File: src/hw/rtl/lrpf_pkg.sv
// lrpf_pkg: shared types, constants and the CRC-32 byte step for the log record page framer.
// Used by lrpf_front, lrpf_cmd_fifo, lrpf_back and log_record_page_framer_core.
package lrpf_pkg;

  localparam int PAGE_BYTES       = 4096;
  localparam int HDR_BYTES        = 7;
  localparam int MAX_RECORD_BYTES = 1048576;

  localparam int OFF_W   = 13;                          // page offset / fill level
  localparam int HO_W    = $clog2(PAGE_BYTES);          // header offset
  localparam int LEN_W   = 21;                          // record length
  localparam int PD_W    = 17;                          // pages per segment / pages done
  localparam int CODE_W  = 8;
  localparam int CFG_W   = 17;
  localparam int CFG_IDX_W = 3;
  localparam int SPACE_W = 32;
  localparam int PROD_W  = 30;
  localparam int FIFO_DEPTH = 4;

  localparam logic [31:0] CRC_POLY = 32'hEDB88320;

  // configuration register indexes
  localparam logic [CFG_IDX_W-1:0] CFG_CODE_FULL   = 3'd0;
  localparam logic [CFG_IDX_W-1:0] CFG_CODE_FIRST  = 3'd1;
  localparam logic [CFG_IDX_W-1:0] CFG_CODE_MIDDLE = 3'd2;
  localparam logic [CFG_IDX_W-1:0] CFG_CODE_LAST   = 3'd3;
  localparam logic [CFG_IDX_W-1:0] CFG_PAGES_SEG   = 3'd4;

  typedef enum logic [1:0] {
    KIND_WRITE = 2'd0,
    KIND_FLUSH = 2'd1,
    KIND_PAD   = 2'd2,
    KIND_SEG   = 2'd3
  } kind_e;

  typedef enum logic [2:0] {
    FRAG_NONE   = 3'd0,
    FRAG_FULL   = 3'd1,
    FRAG_FIRST  = 3'd2,
    FRAG_MIDDLE = 3'd3,
    FRAG_LAST   = 3'd4
  } frag_e;

  // result slots of one burst, in emission order
  localparam int SLOT_N = 11;
  localparam int SLOT_W = 4;
  localparam logic [SLOT_W-1:0] SLOT_PREPAD = 4'd0;
  localparam logic [SLOT_W-1:0] SLOT_NEWSEG = 4'd1;
  localparam logic [SLOT_W-1:0] SLOT_TYPE   = 4'd2;
  localparam logic [SLOT_W-1:0] SLOT_LEN_HI = 4'd3;
  localparam logic [SLOT_W-1:0] SLOT_LEN_LO = 4'd4;
  localparam logic [SLOT_W-1:0] SLOT_DATA   = 4'd5;
  localparam logic [SLOT_W-1:0] SLOT_CRC0   = 4'd6;
  localparam logic [SLOT_W-1:0] SLOT_CRC1   = 4'd7;
  localparam logic [SLOT_W-1:0] SLOT_CRC2   = 4'd8;
  localparam logic [SLOT_W-1:0] SLOT_CRC3   = 4'd9;
  localparam logic [SLOT_W-1:0] SLOT_POST   = 4'd10;

  typedef struct packed {
    logic [SLOT_N-1:0] mask;      // which slots this transaction produces
    logic [OFF_W-1:0]  pad_off;
    logic [OFF_W-1:0]  hdr_off;
    logic [CODE_W-1:0] code;
    logic [OFF_W-1:0]  chunk;
    logic [OFF_W-1:0]  data_off;
    logic [7:0]        data;
    logic [31:0]       crc;
    kind_e             post_kind;
    logic [OFF_W-1:0]  post_off;
  } cmd_t;

  function automatic logic [31:0] crc_byte(input logic [31:0] crc_in, input logic [7:0] b);
    logic [31:0] c;
    c = crc_in ^ {24'd0, b};
    for (int i = 0; i < 8; i++) begin
      c = c[0] ? ((c >> 1) ^ CRC_POLY) : (c >> 1);
    end
    return c;
  endfunction

endpackage

File: src/hw/rtl/lrpf_cmd_fifo.sv
// lrpf_cmd_fifo: short command queue between the framer front and back.
// Depends on lrpf_pkg (cmd_t, FIFO_DEPTH).
module lrpf_cmd_fifo
  import lrpf_pkg::*;
(
  input  logic clk_i,
  input  logic rst_ni,
  input  logic push_i,
  input  cmd_t cmd_i,
  output logic full_o,
  input  logic pop_i,
  output logic valid_o,
  output cmd_t cmd_o
);

  localparam int PTR_W = $clog2(FIFO_DEPTH);

  cmd_t             mem_q [FIFO_DEPTH];
  logic [PTR_W-1:0] wr_ptr_q, rd_ptr_q;
  logic [PTR_W:0]   count_q, count_d;

  assign full_o  = (count_q == (PTR_W+1)'(FIFO_DEPTH));
  assign valid_o = (count_q != '0);
  assign cmd_o   = mem_q[rd_ptr_q];

  always_comb begin
    count_d = count_q;
    if (push_i && !pop_i) count_d = count_q + 1'b1;
    if (!push_i && pop_i) count_d = count_q - 1'b1;
  end

  always_ff @(posedge clk_i) begin
    if (push_i) mem_q[wr_ptr_q] <= cmd_i;
  end

  always_ff @(posedge clk_i or negedge rst_ni) begin
    if (!rst_ni) begin
      wr_ptr_q <= '0;
      rd_ptr_q <= '0;
      count_q  <= '0;
    end else begin
      if (push_i) wr_ptr_q <= wr_ptr_q + 1'b1;
      if (pop_i)  rd_ptr_q <= rd_ptr_q + 1'b1;
      count_q <= count_d;
    end
  end

endmodule

File: src/hw/rtl/lrpf_front.sv
// lrpf_front: configuration registers, framing state and per-byte classification.
// Depends on lrpf_pkg; pushes one cmd_t per producing transaction.
module lrpf_front
  import lrpf_pkg::*;
(
  input  logic                 clk_i,
  input  logic                 rst_ni,
  input  logic                 cfg_we_i,
  input  logic [CFG_IDX_W-1:0] cfg_idx_i,
  input  logic [CFG_W-1:0]     cfg_data_i,
  input  logic                 in_valid_i,
  output logic                 in_ready_o,
  input  logic [7:0]           in_data_byte_i,
  input  logic                 in_first_of_record_i,
  input  logic [LEN_W-1:0]     in_record_length_i,
  input  logic                 in_flush_each_chunk_i,
  input  logic                 fifo_full_i,
  output logic                 push_o,
  output cmd_t                 cmd_o
);

  logic [CODE_W-1:0] code_full_q, code_first_q, code_middle_q, code_last_q;
  logic [PD_W-1:0]   pps_q;

  logic [OFF_W-1:0]  pf_q, pf_d;
  logic [PD_W-1:0]   pd_q, pd_d;
  logic [LEN_W-1:0]  rl_q, rl_d;
  logic [OFF_W-1:0]  cl_q, cl_d;
  frag_e             ft_q, ft_d;
  logic [HO_W-1:0]   ho_q, ho_d;
  logic [31:0]       crc_q, crc_d;
  logic              fm_q, fm_d;

  // segment space, recomputed in the cycle after any state change
  logic [SPACE_W-1:0] space_q;
  logic               full_q;
  logic               space_ok_q;
  logic [PD_W-1:0]    pages_rest;
  logic [PROD_W-1:0]  prod;

  logic              take;
  logic [LEN_W-1:0]  len_c, rl0;
  logic              roll, open, tiny, frag_end;
  logic [OFF_W-1:0]  pf0, pf1, pf2, pf3, room, chunk, cl0, cl1;
  logic [PD_W-1:0]   pd0, pd1;
  frag_e             ft0, ft1;
  logic              fm0;
  logic [31:0]       crc0, crc1;
  logic [CODE_W-1:0] code;
  logic [HO_W-1:0]   ho1;

  assign pages_rest = pps_q - pd_q - PD_W'(1);
  assign prod = PROD_W'(pages_rest) * PROD_W'(PAGE_BYTES - HDR_BYTES);

  assign in_ready_o = !fifo_full_i && (!in_first_of_record_i || space_ok_q);
  assign take = in_valid_i && in_ready_o;

  always_comb begin
    pf_d = pf_q; pd_d = pd_q; rl_d = rl_q; cl_d = cl_q;
    ft_d = ft_q; ho_d = ho_q; crc_d = crc_q; fm_d = fm_q;
    push_o = 1'b0;
    cmd_o = '0;
    cmd_o.post_kind = KIND_WRITE;

    len_c = (in_record_length_i > LEN_W'(MAX_RECORD_BYTES)) ?
            LEN_W'(MAX_RECORD_BYTES) : in_record_length_i;
    roll = in_first_of_record_i && (full_q || (space_q < SPACE_W'(len_c)));

    pf0 = roll ? '0 : pf_q;
    pd0 = roll ? '0 : pd_q;
    rl0 = in_first_of_record_i ? len_c : rl_q;
    cl0 = in_first_of_record_i ? '0 : cl_q;
    ft0 = in_first_of_record_i ? FRAG_NONE : ft_q;
    fm0 = in_first_of_record_i ? in_flush_each_chunk_i : fm_q;

    open = (cl0 == '0);
    tiny = open && (pf0 >= OFF_W'(PAGE_BYTES - HDR_BYTES));
    pf1  = tiny ? '0 : pf0;
    pd1  = (tiny && pd0 != '1) ? pd0 + 1'b1 : pd0;
    room = OFF_W'(PAGE_BYTES - HDR_BYTES) - pf1;
    chunk = (rl0 < LEN_W'(room)) ? rl0[OFF_W-1:0] : room;

    ft1 = ft0;
    if (open) begin
      if (ft0 == FRAG_NONE) ft1 = (LEN_W'(chunk) == rl0) ? FRAG_FULL : FRAG_FIRST;
      else                  ft1 = (LEN_W'(chunk) == rl0) ? FRAG_LAST : FRAG_MIDDLE;
    end
    unique case (ft1)
      FRAG_FULL:   code = code_full_q;
      FRAG_FIRST:  code = code_first_q;
      FRAG_MIDDLE: code = code_middle_q;
      default:     code = code_last_q;
    endcase

    ho1  = open ? pf1[HO_W-1:0] : ho_q;
    pf2  = open ? pf1 + OFF_W'(HDR_BYTES) : pf1;
    pf3  = pf2 + 1'b1;
    crc0 = open ? '1 : crc_q;
    crc1 = crc_byte(crc0, in_data_byte_i);
    cl1  = (open ? chunk : cl0) - 1'b1;
    frag_end = (cl1 == '0);

    if (take) begin
      if (in_first_of_record_i && in_record_length_i == '0) begin
        rl_d = '0;
        cl_d = '0;
      end else if (in_first_of_record_i || rl_q != '0) begin
        push_o = 1'b1;
        cmd_o.mask[SLOT_PREPAD] = (roll && pf_q != '0) || tiny;
        cmd_o.mask[SLOT_NEWSEG] = roll;
        cmd_o.mask[SLOT_TYPE]   = open;
        cmd_o.mask[SLOT_LEN_HI] = open;
        cmd_o.mask[SLOT_LEN_LO] = open;
        cmd_o.mask[SLOT_DATA]   = 1'b1;
        cmd_o.mask[SLOT_CRC0]   = frag_end;
        cmd_o.mask[SLOT_CRC1]   = frag_end;
        cmd_o.mask[SLOT_CRC2]   = frag_end;
        cmd_o.mask[SLOT_CRC3]   = frag_end;
        cmd_o.pad_off  = roll ? pf_q : pf0;
        cmd_o.hdr_off  = OFF_W'(ho1);
        cmd_o.code     = code;
        cmd_o.chunk    = chunk;
        cmd_o.data_off = pf2;
        cmd_o.data     = in_data_byte_i;
        cmd_o.crc      = ~crc1;
        cmd_o.post_off = pf3;

        pf_d = pf3; pd_d = pd1;
        rl_d = rl0 - 1'b1;
        cl_d = cl1;
        ft_d = ft1;
        ho_d = ho1;
        crc_d = crc1;
        fm_d = fm0;
        if (frag_end) begin
          if (pf3 >= OFF_W'(PAGE_BYTES - HDR_BYTES)) begin
            cmd_o.mask[SLOT_POST] = 1'b1;
            cmd_o.post_kind = KIND_PAD;
            pf_d = '0;
            if (pd1 != '1) pd_d = pd1 + 1'b1;
          end else if (fm0) begin
            cmd_o.mask[SLOT_POST] = 1'b1;
            cmd_o.post_kind = KIND_FLUSH;
          end
        end
      end
    end
  end

  always_ff @(posedge clk_i or negedge rst_ni) begin
    if (!rst_ni) begin
      code_full_q   <= CODE_W'(1);
      code_first_q  <= CODE_W'(2);
      code_middle_q <= CODE_W'(3);
      code_last_q   <= CODE_W'(4);
      pps_q         <= PD_W'(8192);
      pf_q  <= '0; pd_q <= '0; rl_q <= '0; cl_q <= '0;
      ft_q  <= FRAG_NONE; ho_q <= '0; crc_q <= '1; fm_q <= 1'b0;
      space_q    <= '0;
      full_q     <= 1'b0;
      space_ok_q <= 1'b0;
    end else begin
      if (cfg_we_i) begin
        case (cfg_idx_i)
          CFG_CODE_FULL:   code_full_q   <= cfg_data_i[CODE_W-1:0];
          CFG_CODE_FIRST:  code_first_q  <= cfg_data_i[CODE_W-1:0];
          CFG_CODE_MIDDLE: code_middle_q <= cfg_data_i[CODE_W-1:0];
          CFG_CODE_LAST:   code_last_q   <= cfg_data_i[CODE_W-1:0];
          CFG_PAGES_SEG:   pps_q         <= cfg_data_i[PD_W-1:0];
          default: ;
        endcase
      end
      pf_q <= pf_d; pd_q <= pd_d; rl_q <= rl_d; cl_q <= cl_d;
      ft_q <= ft_d; ho_q <= ho_d; crc_q <= crc_d; fm_q <= fm_d;
      space_q    <= SPACE_W'(PAGE_BYTES) - SPACE_W'(pf_q) + SPACE_W'(prod);
      full_q     <= (pd_q >= pps_q);
      space_ok_q <= !(take || cfg_we_i);
    end
  end

endmodule

File: src/hw/rtl/lrpf_back.sv
// lrpf_back: expands queued commands into one result per cycle behind an output register, stalled by out_ready_i.
// Depends on lrpf_pkg (cmd_t, slot codes, kind_e).
module lrpf_back
  import lrpf_pkg::*;
(
  input  logic             clk_i,
  input  logic             rst_ni,
  input  logic             q_valid_i,
  input  cmd_t             q_cmd_i,
  output logic             q_pop_o,
  output logic             out_valid_o,
  input  logic             out_ready_i,
  output kind_e            out_kind_o,
  output logic [OFF_W-1:0] out_page_offset_o,
  output logic [7:0]       out_byte_value_o,
  output logic             out_last_of_burst_o
);

  cmd_t              cmd_q;
  logic [SLOT_N-1:0] mask_q, mask_d;
  logic              active_q;
  logic              out_valid_q;
  kind_e             kind_q, kind_d;
  logic [OFF_W-1:0]  off_q, off_d;
  logic [7:0]        val_q, val_d;
  logic              last_q;

  logic [SLOT_W-1:0] slot;
  logic              emit, single, load;

  always_comb begin
    slot = SLOT_POST;
    for (int i = SLOT_N - 1; i >= 0; i--) begin
      if (mask_q[i]) slot = SLOT_W'(i);
    end
  end

  assign single = ($countones(mask_q) == 1);
  assign emit   = active_q && (!out_valid_q || out_ready_i);
  assign load   = q_valid_i && (!active_q || (emit && single));
  assign q_pop_o = load;

  always_comb begin
    mask_d = mask_q;
    mask_d[slot] = 1'b0;
    kind_d = KIND_WRITE;
    off_d  = '0;
    val_d  = '0;
    unique case (slot)
      SLOT_PREPAD: begin kind_d = KIND_PAD; off_d = cmd_q.pad_off; end
      SLOT_NEWSEG: kind_d = KIND_SEG;
      SLOT_TYPE:   begin off_d = cmd_q.hdr_off; val_d = cmd_q.code; end
      SLOT_LEN_HI: begin
        off_d = cmd_q.hdr_off + OFF_W'(1);
        val_d = 8'(cmd_q.chunk >> 8);
      end
      SLOT_LEN_LO: begin off_d = cmd_q.hdr_off + OFF_W'(2); val_d = cmd_q.chunk[7:0]; end
      SLOT_DATA:   begin off_d = cmd_q.data_off; val_d = cmd_q.data; end
      SLOT_CRC0:   begin off_d = cmd_q.hdr_off + OFF_W'(3); val_d = cmd_q.crc[7:0]; end
      SLOT_CRC1:   begin off_d = cmd_q.hdr_off + OFF_W'(4); val_d = cmd_q.crc[15:8]; end
      SLOT_CRC2:   begin off_d = cmd_q.hdr_off + OFF_W'(5); val_d = cmd_q.crc[23:16]; end
      SLOT_CRC3:   begin off_d = cmd_q.hdr_off + OFF_W'(6); val_d = cmd_q.crc[31:24]; end
      default:     begin kind_d = cmd_q.post_kind; off_d = cmd_q.post_off; end
    endcase
  end

  always_ff @(posedge clk_i) begin
    if (load) cmd_q <= q_cmd_i;
    if (emit) begin
      kind_q <= kind_d;
      off_q  <= off_d;
      val_q  <= val_d;
      last_q <= single;
    end
  end

  always_ff @(posedge clk_i or negedge rst_ni) begin
    if (!rst_ni) begin
      active_q    <= 1'b0;
      mask_q      <= '0;
      out_valid_q <= 1'b0;
    end else begin
      if (emit) out_valid_q <= 1'b1;
      else if (out_ready_i) out_valid_q <= 1'b0;
      if (load) begin
        active_q <= 1'b1;
        mask_q   <= q_cmd_i.mask;
      end else if (emit) begin
        mask_q <= mask_d;
        if (single) active_q <= 1'b0;
      end
    end
  end

  assign out_valid_o         = out_valid_q;
  assign out_kind_o          = kind_q;
  assign out_page_offset_o   = off_q;
  assign out_byte_value_o    = val_q;
  assign out_last_of_burst_o = last_q;

  a_active_has_work: assert property (@(posedge clk_i) disable iff (!rst_ni)
    active_q |-> mask_q != '0) else $error("active burst with no slots left");

  a_seg_at_zero: assert property (@(posedge clk_i) disable iff (!rst_ni)
    out_valid_q && kind_q == KIND_SEG |-> off_q == '0)
    else $error("new segment event with nonzero offset");

  a_burst_drains: assert property (@(posedge clk_i) disable iff (!rst_ni)
    emit && single && !q_valid_i |=> !active_q && out_last_of_burst_o)
    else $error("burst did not close after its last slot");

endmodule

File: src/hw/rtl/log_record_page_framer_core.sv
// log_record_page_framer_core: top level of the log record page framer.
// Depends on lrpf_pkg, lrpf_front, lrpf_cmd_fifo and lrpf_back.
//
// Takes log record bytes one per transaction (length with the first byte), cuts each
// record into page fragments with a 7-byte header (type, big-endian length, little-endian
// CRC-32 written back at fragment end) and emits page-offset byte writes plus flush, page
// pad and new-segment events, one result per transaction on the output. The front takes a
// payload byte every cycle while the command queue has room; a first-of-record byte needs
// the segment space figure, which is a registered multiply of the state, so it is held off
// after any accepted byte or configuration write until that figure is recomputed. Each
// byte yields up to 11 results (none for a stray or zero-length byte) and the back drains
// one per cycle while the receiver is ready, so sustained input rate is set by the result
// count per byte, with a 4-entry command queue absorbing header and CRC bursts.
// Configuration writes are taken at any edge with cfg_we_i high; write only while idle.
module log_record_page_framer_core
  import lrpf_pkg::*;
(
  input  logic                 clk_i,
  input  logic                 rst_ni,
  input  logic                 cfg_we_i,
  input  logic [CFG_IDX_W-1:0] cfg_idx_i,
  input  logic [CFG_W-1:0]     cfg_data_i,
  input  logic                 in_valid_i,
  output logic                 in_ready_o,
  input  logic [7:0]           in_data_byte_i,
  input  logic                 in_first_of_record_i,
  input  logic [LEN_W-1:0]     in_record_length_i,
  input  logic                 in_flush_each_chunk_i,
  output logic                 out_valid_o,
  input  logic                 out_ready_i,
  output logic [1:0]           out_kind_o,
  output logic [OFF_W-1:0]     out_page_offset_o,
  output logic [7:0]           out_byte_value_o,
  output logic                 out_last_of_burst_o
);

  logic  fifo_full, push, q_valid, q_pop;
  cmd_t  push_cmd, q_cmd;
  kind_e out_kind;

  lrpf_front u_front (
    .clk_i, .rst_ni,
    .cfg_we_i, .cfg_idx_i, .cfg_data_i,
    .in_valid_i, .in_ready_o,
    .in_data_byte_i, .in_first_of_record_i, .in_record_length_i, .in_flush_each_chunk_i,
    .fifo_full_i (fifo_full),
    .push_o      (push),
    .cmd_o       (push_cmd)
  );

  lrpf_cmd_fifo u_fifo (
    .clk_i, .rst_ni,
    .push_i  (push),
    .cmd_i   (push_cmd),
    .full_o  (fifo_full),
    .pop_i   (q_pop),
    .valid_o (q_valid),
    .cmd_o   (q_cmd)
  );

  lrpf_back u_back (
    .clk_i, .rst_ni,
    .q_valid_i           (q_valid),
    .q_cmd_i             (q_cmd),
    .q_pop_o             (q_pop),
    .out_valid_o,
    .out_ready_i,
    .out_kind_o          (out_kind),
    .out_page_offset_o,
    .out_byte_value_o,
    .out_last_of_burst_o
  );

  assign out_kind_o = out_kind;

endmodule

File: config.mk
export PLATFORM = sky130hd
export DESIGN_NAME = log_record_page_framer_core
export DESIGN_NICKNAME = d
export VERILOG_FILES = /design/src/hw/rtl/lrpf_pkg.sv /design/src/hw/rtl/lrpf_cmd_fifo.sv /design/src/hw/rtl/lrpf_front.sv /design/src/hw/rtl/lrpf_back.sv /design/src/hw/rtl/log_record_page_framer_core.sv
export SDC_FILE = /design/constraint.sdc
export NUM_CORES = 2
export LEC_CHECK = 0
export ABC_AREA = 1
export BUFFER_PORTS_ARGS = -buffer_cell sky130_fd_sc_hd__buf_4
export CAP_MARGIN = 20
export CORE_MARGIN = 3
export CORE_UTILIZATION = 45
export CTS_CLUSTER_SIZE = 14
export DETAILED_ROUTE_END_ITERATION = 6
export SLEW_MARGIN = 20
export SYNTH_ARGS = -nofsm -noshare
export SYNTH_HDL_FRONTEND = slang
export SYNTH_HIERARCHICAL = 1
export SYNTH_SLANG_ARGS = --single-unit
File: constraint.sdc
create_clock -name clk_i -period 8.9 [get_ports clk_i]
set_input_delay 1.78 -clock clk_i [delete_from_list [all_inputs] [get_ports clk_i]]
set_output_delay 1.78 -clock clk_i [all_outputs]
set_load 0.03 [all_outputs]
==> key figures, run 1 <==
Synthesis
  • Post-synthesis async set-or-reset flop share: 0.250
  • Yosys warnings: 6
  • Post-synth EDFFs: 643
  • Top cells by count, synth: 1005 x nand2_1, 799 x inv_1, 643 x edfxtp_1
  • Most common cell in the synthesized netlist: nand2_1
  • Avg Cell Area, Syn: 9.86 µm²
  • Cell Area, Synth: 48200 µm²
  • Synth top area share: 0.400
  • Dominant cell type by area after synthesis: edfxtp_1
  • Synth Instances: 4891
  • Sequential share of the synthesized area: 0.512
  • #FFs+latches synth: 857
  • Netlist cell types: 63
  • Syn Nets: 5234
  • Top cells by area, synth: edfxtp_1 40%, dfrtp_1 9.1%, nand2_1 7.8%, inv_1 6.2%, ha_1 4.9%
  • Dominant register cell in the synthesized netlist: edfxtp_1

Setup path
  • Slowest CP cell: o211ai_1
  • Req. time, crit path: 9.32 ns
  • CP peak stage delay: 0.35 ns
  • Crit end category: register
  • Worst path most repeated cell: nand2_1
  • Worst setup SP type: input pin
  • Worst-path fanout max: 16
  • Crit Path Class: in -> reg
  • CP arrival: 8.70 ns

Die
  • Initial Utilization: 0.456
  • Die X: 333 µm
  • Rows: 119
  • CORE AREA: 106000 µm²
  • Die height: 333 µm
  • DIE AREA: 111000 µm²
  • Boundary Pins: 82

Detailed routing
  • Via count: 33500
  • Routed WL: 121 mm
  • Vias per Instance: 5.18
  • Initial drt markers: 2738
  • ANT nets after route: 0
  • DR pass1 iterations: 6
  • DR WL/cell: 18.7 µm
  • Drt drc: 0

Clocking
  • # hold bufs at CTS: 0
  • Clk_lat worst skew: 0.69 ns
  • Clock tree root driver cell: clkbuf_16
  • Clock Path Buffers: 3
  • CTS Sinks: 857
  • CTS tree: yes
  • Cts bufs inserted: 94
  • CTS H-tree depth: 3
  • Clock Pin Slew Worst Setup and Hold Paths: 0.06 ns

Placed design
  • DP Area: 50200 µm²
  • Post-DP HPWL: 83.4 mm
  • Port bufs: 81
  • Placer Congestion: 0.940

Timing
  • Fin crit period: 8.28 ns
  • Fin. Hold Viols: 0
  • Max Clock Freq: 121 MHz
  • Tcrit/Tclk final: 0.930
  • Clock skew: 0.0374 ns
  • Slew headroom: 0.285
  • Max Slew Vio Count: 0
  • Slew @ Worst Pin: 1.07 ns
  • Final setup viols: 0

Cells and area
  • Area occupied by multi-input gates: 19300 µm²
  • Sequential standard cell area: 24700 µm²
  • Post-route design area: 53600 µm²
  • Area grow syn2layout: 11.1%
  • Final nets: 5339
  • Layout fillers: 9575
  • Share of cells above drive strength 1: 0.138

Global routing
  • Antenna violations before repair: 2
  • Vias in the first global route: 32600
  • Wire length of the first global-routing pass: 189 mm
  • Largest net degree at the start of global routing: 174
  • Tot GR Track Use: 0.218
  • Gr ovfl total: 0

Min path
  • Worst min-delay path class: reg -> reg

Run status
  • Outcome: completed

Run
  • Max-cap check violation count: 0
area by class of cell:
type,instances,area share
inverter,812,0.0575
multi-input combinational,3048,0.361
antenna,3,0.000140
sequential,857,0.461
clock inverter,49,0.0115
tap,1391,0.0325
clock buffer,128,0.0491
timing repair buffer,183,0.0276
kinds of logic after synthesis:
group,Yosys count,share of synthesized area
mux,1,0.000207
xor+xnor,203,0.0369
fa+ha+maj,287,0.0898
other cells,1,0.0000777
compound gates,748,0.108
simple gates,1808,0.164
flops,857,0.512
buf+inv,986,0.0894
layout by cell type (no fill, tap or decap), types with 46 or more instances in the layout:
cell type and n:
nand2_1 1003, inv_1 791, edfxtp_1 643, nor2_1 331, o21ai_0 237, ha_1 187, buf_4 174, dfrtp_1 174
a21oi_1 165, xor2_1 157, nand3_1 153, o211ai_2 127, o211ai_1 126, nand2_2 116, clkbuf_16 96, fa_1 96
nand4_1 71, nor3_1 46
sequential cells by signal, indices dropped and copies added, names as in the netlist, 17 cells and up:
register / flops
u_back/cmd_q: 115
u_front/pd_q: 17
u_front/rl_q: 21
u_fifo/mem_q: 504
u_front/space_q: 31
u_front/pps_q: 17
u_front/crc_q: 32
worst paths after layout:
path / from / endpoint / slack (ns) / depth (start not counted)
max in group asynchronous: rst_ni / u_back/mask_q[8]$_DFFE_PN0P_ / 6.33 / 2
min in group asynchronous: rst_ni / u_front/code_first_q[6]$_DFFE_PN0P_ / 1.11 / 1
hold / removal: u_front/crc_q[29]$_DFFE_PN1P_ / u_front/crc_q[29]$_DFFE_PN1P_ / 0.47 / 2
setup reg to reg: u_front/pps_q[4]$_DFFE_PN0P_ / u_front/space_q[30]$_DFF_PN0_ / 0.68 / 43
hold reg to reg: u_front/crc_q[29]$_DFFE_PN1P_ / u_front/crc_q[29]$_DFFE_PN1P_ / 0.47 / 2
setup / recovery: in_record_length_i[5] / u_fifo/mem_q[0][81]$_DFFE_PP_ / 0.62 / 56
per-stage QoR:
step	hold WS, ns	cells	setup TNS [ns]	setup slack [ns]	util
3_5_place_dp	0.464	6284	-2.94	-0.125	0.474
6_report	0.475	6471	0	0.624	0.506
4_1_cts	0.475	6461	0	0.239	0.505
2_1_floorplan	0.442	4891	0	0.479	-
3_3_place_gp	0.454	6284	0	0.0310	0.474
5_1_grt	0.490	6468	-0.0325	-0.00650	0.506
metal layers:
| metal | global-route usage | share of wire | vias to the layer above | wire, µm |
|---|---|---|---|---|
| met5 | 0 | 0 | - | 0 |
| met4 | 0.0695 | 0.029 | 0 | 3530 |
| met1 | 0.310 | 0.46 | 16100 | 55400 |
| met2 | 0.345 | 0.46 | 871 | 55400 |
| met3 | 0.0326 | 0.057 | 176 | 6860 |
| li1 | - | - | 16400 | - |
what timing repair did:
action,in CTS,in global routing
setup endpoints to repair,0,72
resized for setup,0,28
buffers inserted,0,7
critical path, delay by kind of cell:
family          cells  cell delay (ns)
simple gates       35             3.20
compound gates      6             1.18
buf+inv            11             1.41
xor+xnor            1             0.26
fa+ha+maj           3             0.89
Power of run 1 is left out: the tool's default activity adds up to more than one toggle a clock period on the data nets, which glitch-free logic cannot reach.
==> run 2, diff against run 1 <==
--- a/config.mk
+++ b/config.mk
@@ -9,9 +9,10 @@
 export BUFFER_PORTS_ARGS = -buffer_cell sky130_fd_sc_hd__buf_4
 export CAP_MARGIN = 20
 export CORE_MARGIN = 3
-export CORE_UTILIZATION = 45
+export CORE_UTILIZATION = 64
 export CTS_CLUSTER_SIZE = 14
 export DETAILED_ROUTE_END_ITERATION = 6
+export PLACE_DENSITY = 0.81
 export SLEW_MARGIN = 20
 export SYNTH_ARGS = -nofsm -noshare
 export SYNTH_HDL_FRONTEND = slang
==> run 2 against run 1 <==
Sequential cell count unchanged. Die area decreased by 29%. First-iteration DRC count increased by 26%. Sequential share of layout area increased by 0.77 points. Core utilization increased by 20 points. Critical path depth decreased by 1. Setup slack got worse by 0.089 ns.
==> key figures, run 2 (synthesized netlist as in run 1, its figures left out) <==
Cells and area
  • Layout fillers: 5368 (-44%)
  • Area grow syn2layout: 9.28%
  • Number of flip-flops in the largest register: 504 (unchanged)
  • Share of cells above drive strength 1: 0.136 (-0.00187)
  • Largest Register: u_fifo/mem_q
  • Largest regs: u_fifo/mem_q (504), u_back/cmd_q (115), u_front/crc_q (32)
  • Post-route design area: 52700 µm² (-1.6%)
  • Most common cell after layout, fill and taps aside: nand2_1
  • Final nets: 5310 (-0.54%)
  • Most frequent cells in the layout: 1001 x nand2_1, 791 x inv_1, 643 x edfxtp_1, 329 x nor2_1, 240 x o21ai_0

Setup path
  • Worst path most repeated cell: nand2_1
  • CP top delay family: simple AND/OR/NAND/NOR gates
  • Crit Path Class: in -> reg
  • Count of buffer and inverter cells on the critical path: 5 (-6)
  • FF-to-FF Start: u_front/pps_q[5]$_DFFE_PN0P_
  • Worst-path fanout max: 16 (unchanged)
  • R2r endpoint: u_front/space_q[30]$_DFF_PN0_
  • CP arrival: 8.81 ns (+0.11 ns)
  • Worst setup SP type: input pin
  • Slowest CP cell: nor4_1
  • Crit end category: register
  • R2R depth: 43 (unchanged)
  • FF-to-FF setup slack: 0.63 ns (-0.05 ns)
  • Req. time, crit path: 9.34 ns (+0.02 ns)
  • CP peak stage delay: 0.34 ns (about the same)

Timing
  • Max Clock Freq: 120 MHz (-1.1%)
  • Clock skew: 0.0365 ns (-0.000878 ns)
  • Tcrit/Tclk final: 0.940 (+0.00997)
  • Max Slew Vio Count: 0 (unchanged)
  • Slew @ Worst Pin: 1.06 ns (-0.0105 ns)
  • Fin crit period: 8.36 ns (+0.0887 ns)
  • RSZ-0062 raised after global routing: yes
  • Slew headroom: 0.292 (+0.00702)
  • Fin. Hold Viols: 0 (unchanged)
  • Final setup viols: 0 (unchanged)

Placed design
  • DP Area: 49400 µm² (-1.6%)
  • Post-DP HPWL: 81.1 mm (-2.7%)
  • Placer Congestion: 0.943 (+0.29%)
  • Port bufs: 81 (unchanged)

Clocking
  • Clk_lat worst skew: 0.65 ns (-0.04 ns)
  • CTS tree: yes
  • CTS H-tree depth: 3 (unchanged)
  • CTS Sinks: 857 (unchanged)
  • Clock Pin Slew Worst Setup and Hold Paths: 0.06 ns (about the same)
  • Cts bufs inserted: 90 (-4.3%)
  • Clock Path Buffers: 3 (unchanged)
  • Clock tree root driver cell: clkbuf_16

Global routing
  • GRT met3 Usage: 0.0607 (+0.0281)
  • Vias in the first global route: 33900 (+4.2%)
  • Tot GR Track Use: 0.304 (+0.0860)
  • Antenna violations before repair: 4 (+2)
  • Largest net degree at the start of global routing: 177 (+1.7%)
  • Gr ovfl total: 0 (unchanged)
  • GRT met1 Usage: 0.408 (+0.0987)
  • Most Used Layer, Global Route: met2
  • Wire length of the first global-routing pass: 186 mm (-1.7%)
  • GR Layer Usage met2: 0.487 (+0.142)

Die
  • DIE AREA: 78700 µm² (-29%)
  • Die X: 281 µm (-16%)
  • Boundary Pins: 82 (unchanged)
  • Initial Utilization: 0.647 (+0.191)
  • CORE AREA: 74600 µm² (-30%)
  • Rows: 100 (-16%)
  • Die height: 281 µm (-16%)

Detailed routing
  • DR pass1 iterations: 6 (unchanged)
  • Via count: 34700 (+3.6%)
  • Initial drt markers: 3463 (+26%)
  • DR WL/cell: 19.6 µm (+4.9%)
  • Routed WL: 118 mm (-2.5%)
  • Drt drc: 0 (unchanged)
  • ANT nets after route: 0 (unchanged)
  • Vias per Instance: 5.78 (+11%)

Run status
  • Outcome: completed

Run
  • Max-cap check violation count: 0 (unchanged)

Min path
  • Hold EP: u_front/ho_q[10]$_DFFE_PN0P_
  • Hold path start: u_front/ho_q[10]$_DFFE_PN0P_
  • Worst min-delay path class: reg -> reg
  • Worst Hold Depth: 1 (-1)
-- run 2: changes by cell type in the layout (fill, tap and decap cells not counted), sizes merged --
cell      change
buf          -25
clkinv        -9
bufinv        -5
inv           +4
clkinvlp      +3
clkbuf        -1
diode         -1
-- run 2: final cells by class --
type / instances / area [µm²] / area share
Timing Repair Buffer: 158 / 1240 / 0.0236
Antenna cell: 2 / 5.00 / 0.0000949
Inverter: 812 / 3080 / 0.0585
Clock inverter: 42 / 460 / 0.00873
Multi-Input combinational cell: 3048 / 19400 / 0.369
Tap cell: 969 / 1210 / 0.0230
Clock buffer: 127 / 2560 / 0.0486
Sequential cell: 857 / 24700 / 0.469
-- run 2: stage by stage --
stage               worst slack, ns   util  instances  hold slack [ns]  TNS, ns
floorplan                     0.479      -       4891            0.442        0
global placement             0.0709  0.663       5835            0.453        0
finish                        0.535  0.707       6015            0.475        0
detailed placement          -0.0976  0.663       5835            0.460    -2.00
global route                 -0.124  0.707       6013            0.487   -0.678
CTS                          0.0992  0.703       6004            0.474        0
-- run 2: what timing repair did --
| item | 4_1_cts | 5_1_grt |
|---|---|---|
| pin swaps | 0 | 9 |
| resized for setup | 1 | 46 |
| hold buffers | 0 | 0 |
| setup endpoints to repair | 1 | 79 |
| hold endpoints to repair | 0 | 0 |
| buffers inserted | 0 | 8 |
-- run 2: worst max-delay path by stage --
stage / start / endpoint / slack (ns) / cells past startpoint
CTS: u_front/pd_q[0]$_DFFE_PN0P_ / u_front/space_q[30]$_DFF_PN0_ / 0.1 / 44
detailed placement: in_record_length_i[5] / u_fifo/mem_q[1][82]$_DFFE_PP_ / -0.1 / 57
finish: in_record_length_i[5] / u_fifo/mem_q[3][125]$_DFFE_PP_ / 0.54 / 55
global placement: u_front/pd_q[0]$_DFFE_PN0P_ / u_front/space_q[30]$_DFF_PN0_ / 0.07 / 44
floorplan: in_record_length_i[1] / u_fifo/mem_q[0][86]$_DFFE_PP_ / 0.48 / 57
global route: u_front/pps_q[1]$_DFFE_PN0P_ / u_front/space_q[30]$_DFF_PN0_ / -0.12 / 46
-- run 2: per-layer routing --
layer	share of wire	vias to the layer above
li1	-	16300
met1	0.40	16600
met3	0.086	297
met2	0.47	1505
met5	0.00035	-
met4	0.042	6
Power of run 2 is left out for the same reason.
